==> src/rtl/cansd_pkg.sv <==
`timescale 1ns / 1ps
// ----------------------------------------------------------------------------
// cansd_pkg
// Shared types, register map and constants of the CAN signal decoder.
// ----------------------------------------------------------------------------
package cansd_pkg;

  localparam int unsigned PayloadBytes = 8;
  localparam int unsigned AddrWidth    = 6;
  localparam int unsigned DataWidth    = 64;
  localparam int unsigned SumWidth     = 98;

  typedef enum logic [2:0] {
    RegByteOrder   = 3'd0,
    RegValueSigned = 3'd1,
    RegStartBit    = 3'd2,
    RegSignalSize  = 3'd3,
    RegScaleFactor = 3'd4,
    RegScaleOffset = 3'd5
  } cansd_reg_e;

  typedef struct packed {
    logic [63:0] payload;
    logic [3:0]  payload_length;
  } cansd_in_t;

  typedef struct packed {
    logic [63:0]        raw_value;
    logic signed [63:0] physical_value;
    logic               saturated;
  } cansd_out_t;

  typedef struct packed {
    logic               byte_order;
    logic               value_signed;
    logic [5:0]         start_bit;
    logic [6:0]         signal_size;
    logic signed [31:0] scale_factor;
    logic signed [47:0] scale_offset;
  } cansd_cfg_t;

endpackage

==> src/rtl/cansd_regs.sv <==
`timescale 1ns / 1ps
// ----------------------------------------------------------------------------
// cansd_regs
// APB configuration registers: signal layout and scaling.
// ----------------------------------------------------------------------------
module cansd_regs (
  input  logic                                   clk_i,
  input  logic                                   rst_ni,
  input  logic                                   psel,
  input  logic                                   penable,
  input  logic                                   pwrite,
  input  logic [cansd_pkg::AddrWidth-1:0]        paddr,
  input  logic [cansd_pkg::DataWidth-1:0]        pwdata,
  output logic [cansd_pkg::DataWidth-1:0]        prdata,
  output logic                                   pready,
  output cansd_pkg::cansd_cfg_t                  cfg_o
);
  import cansd_pkg::*;

  cansd_cfg_t cfg_q;
  logic       wr_en;
  logic [2:0] idx;

  assign pready = 1'b1;
  assign wr_en  = psel && penable && pwrite && pready;
  assign idx    = paddr[5:3];
  assign cfg_o  = cfg_q;

  always_ff @(posedge clk_i or negedge rst_ni) begin
    if (!rst_ni) begin
      cfg_q.byte_order   <= 1'b1;
      cfg_q.value_signed <= 1'b0;
      cfg_q.start_bit    <= 6'd0;
      cfg_q.signal_size  <= 7'd8;
      cfg_q.scale_factor <= 32'sd65536;
      cfg_q.scale_offset <= 48'sd0;
    end else if (wr_en) begin
      unique case (idx)
        RegByteOrder:   cfg_q.byte_order   <= pwdata[0];
        RegValueSigned: cfg_q.value_signed <= pwdata[0];
        RegStartBit:    cfg_q.start_bit    <= pwdata[5:0];
        RegSignalSize:  cfg_q.signal_size  <= pwdata[6:0];
        RegScaleFactor: cfg_q.scale_factor <= pwdata[31:0];
        RegScaleOffset: cfg_q.scale_offset <= pwdata[47:0];
        default: ;
      endcase
    end
  end

  always_comb begin
    prdata = '0;
    unique case (idx)
      RegByteOrder:   prdata = {63'd0, cfg_q.byte_order};
      RegValueSigned: prdata = {63'd0, cfg_q.value_signed};
      RegStartBit:    prdata = {58'd0, cfg_q.start_bit};
      RegSignalSize:  prdata = {57'd0, cfg_q.signal_size};
      RegScaleFactor: prdata = {32'd0, cfg_q.scale_factor};
      RegScaleOffset: prdata = {16'd0, cfg_q.scale_offset};
      default:        prdata = '0;
    endcase
  end

endmodule

==> config.mk <==
export PLATFORM = sky130hd
export DESIGN_NAME = cansd_regs
export DESIGN_NICKNAME = d
export VERILOG_FILES = /design/src/rtl/cansd_pkg.sv /design/src/rtl/cansd_regs.sv
export SDC_FILE = /design/constraint.sdc
export NUM_CORES = 1
export LEC_CHECK = 0
export BUFFER_PORTS_ARGS = -buffer_cell sky130_fd_sc_hd__buf_4
export CAP_MARGIN = 20
export CORE_MARGIN = 2
export CORE_UTILIZATION = 41
export DETAILED_ROUTE_END_ITERATION = 8
export GPL_ROUTABILITY_DRIVEN = 0
export GPL_TIMING_DRIVEN = 0
export MAX_ROUTING_LAYER = met4
export PLACE_DENSITY = 0.86
export SETUP_SLACK_MARGIN = 0.15
export SLEW_MARGIN = 20
export SYNTH_ARGS = -nofsm -noshare
export SYNTH_HDL_FRONTEND = slang
export SYNTH_SLANG_ARGS = --single-unit
==> constraint.sdc <==
create_clock -name clk_i -period 0.94 [get_ports clk_i]
set_input_delay 0.047 -clock clk_i [delete_from_list [all_inputs] [get_ports clk_i]]
set_output_delay 0.047 -clock clk_i [all_outputs]
set_load 0.005 [all_outputs]
==> out/results.ini <==
[cts]
postCtsHoldBufs=48
clk-insertion-delay-late_ps=370
clockRootBuffer=clkbuf_8
clk_pin_slew_worst_paths_ps=90
numCtsBuffers=9
h-tree-depth=3
tritoncts=built
ctsLongestPathBuffers=2
cts_sinks=95

[synthesis]
synthArstFlopShare=1.00
synth_area_mm2=0.00447
synthTopCellsByArea=dfrtp_1 (52%), mux2_2 (23%), mux2i_1 (8.7%), buf_4 (3.4%), and3_1 (2.2%)
synth_top_family_by_area=multiplexers
synth_warnings=0
ys.flop_type=dfrtp_1
yosysTopAreaCellShare=0.515
synth-compound-area-share=0.0104
synth_seq_cells=95
synthMuxAreaShare=0.327
yosysTopAreaCell=dfrtp_1
synth_fa_ha_area_frac=0
synth-simple-area-share=0.0658
synthCells=330
synth-xor-area-share=0
ys_seq_area_frac=0.533
synth-edff-count=0
netlist-cell-type-count=24
avgSynthCellArea_um2=13.5

[floorplan]
placeableCoreArea_mm2=0.0107
die_w_um=108
io_pins=235
start_util=0.416
dieHeight_um=108
die_area_mm2=0.0117
num_rows=38

[sta]
grt_setup_unrepaired=yes
slew_viol_final=0
tightest_slew_ps=569
setup_slack_ps=-730
period_needed_ps=1670
hold_slack_ps=-352
period_share=1.78
setup_viol_count_final=231
max_freq_ghz=0.599
finalSetupTns_ps=-40610
slew_headroom=0.621
final_hold_viol_count=39
skew_ps=0

[placed_design]
portBuffers=197
dp_cells=683
pre_cts_slack_ps=-692
place_hpwl_mm=9.17

[cells_and_area]
area_delta_synth_final_pct=127
final_nets=870
largest_reg_flops=95
drive_above_1_share=0.704
final_cells=941

[pwr]
clkPwrFrac=0.183
vdd_drop_max_mv=1.08
p_int_mw=12.0
p_leak_nw=5.13
power.switching_mw=5.08
pwr-share-comb=0.482
power.density_mw_per_mm2=1680
sw_frac_of_total=0.297
seqPwrFrac=0.335
totalPowerFinal_mw=17.1

[route]
post_drt_wl_per_cell_um=26.0
vias=5068
wl_mm=24.4
drt_iter0_drc=377
viasPerCell=5.39
drc=0
dr.pass1.iters=4
ant_nets=0

[run_status]
status=complete, but fails checks
failed_checks=hold timing, setup timing

[worst_setup_path]
path_buf_inv=1
rrSetupSlack_ps=-230
r2r_cells=4
critPathTopFamily=flip-flops
crit_type=flop to output port
worst-endpoint-arrival_ps=1620
slowest_stage=dfstp_2
end_kind=output port
path_depth=4
start_kind=flop
path_cells=mux2i_1 -> or3_1 -> o221ai_2 -> buf_4
cpPeakStageDelay_ps=560
crit_required_ps=890
path_max_fanout=2

[global_route]
gr-total-overflow=0
grt_max_degree=57
grtUsageTotal=0.322
grt_pass1_wl_mm=27.3
antenna_found_initial=1
grt_pass1_vias=5162

[worst_hold_path]
hold_path_class=input pin to asynchronous set/reset pin

[run]
maxCapViolations=0

==> worst register-to-register path, delay by kind of cell (launching register included) <==
family	cells	cell delay, ps
mux	1	270
flops	1	430
buf+inv	3	360
==> through the flow <==
step	area, um2	util
after floorplan	4720	-
after global placement	6370	0.593
after detailed placement	6400	0.596
after CTS	9010	0.838
after global routing	10200	0.945
final	10200	0.945
==> area by class of cell <==
| cell class | count | area, um2 |
|---|---|---|
| Timing Repair Buffer | 439 | 4660 |
| Sequential cell | 95 | 2380 |
| Multi-Input combinational cell | 212 | 2310 |
| Fill cell | 258 | 594 |
| Buffer | 38 | 412 |
| Tap cell | 140 | 175 |
| Clock buffer | 12 | 145 |
| Clock inverter | 4 | 70.1 |
| Antenna cell | 1 | 2.50 |
==> placed cells by master (no fill, tap or decap), types with 5 or more instances in the layout <==
master         instances
dfrtp_1               92
mux2i_1               36
mux2_2                 8
dlygate4sd3_1         48
and3_4                 8
buf_16                 7
buf_12                19
conb_1                17
clkbuf_8              10
clkbuf_2               5
mux2_4                87
buf_4                137
nor2_1                25
and3_1                 8
buf_6                257
o22ai_1                5
==> synth_stat cells (2+ instances only) <==
library cell and number:
mux2i_1 39, nand2b_1 2, dfrtp_1 92, o22ai_1 6, and3_1 16, conb_1 2, buf_4 20, clkbuf_1 5
mux2_1 4, nor2_1 25, dfstp_2 3, nor3_4 2, buf_2 6, buf_6 7, nor2_2 2, mux2_2 91
==> cell families (layout without fill, tap and decap cells) <==
kind of cell,Yosys count,in the layout
flops,95,95
buf+inv,38,493
compound gates,7,7
other cells,2,18
mux,134,134
simple gates,54,54
==> timing repair <==
| action | in CTS | in global routing |
|---|---|---|
| setup endpoints to repair | 236 | 238 |
| pin swaps | 7 | 13 |
| endpoints found under the hold margin | 134 | 39 |
| setup buffers | 123 | 63 |
| gates cloned | 6 | 1 |
| resized for setup | 204 | 162 |
==> power by group through the flow <==
stage | clock network, mW | logic [mW] | registers [mW]
final | 3.13 | 8.22 | 5.73
after global placement | 0 | 3.36 | 5.59
after detailed placement | 0 | 3.45 | 5.66
after CTS | 3.01 | 6.12 | 5.50
after floorplan | 0 | 1.40 | 5.58
after global routing | 3.29 | 8.51 | 5.76
==> metal layers <==
| layer | GRT usage | share of wire |
|---|---|---|
| met1 | 0.340 | 0.34 |
| met5 | - | 0 |
| met3 | 0.0470 | 0.067 |
| met2 | 0.581 | 0.53 |
| met4 | 0.170 | 0.065 |
==> path summary, 6_finish.rpt <==
kind / startpoint / to
max in group asynchronous: rst_ni / cfg_o[64]
hold / removal: rst_ni / cfg_o[90]
min in group clk_i: paddr[4] / cfg_o[94]
setup reg to reg: cfg_o[13] / cfg_o[13]
hold reg to reg: cfg_o[52] / cfg_o[52]
setup / recovery: cfg_o[94] / prdata[0]
Power figures use the tool's default switching activity.
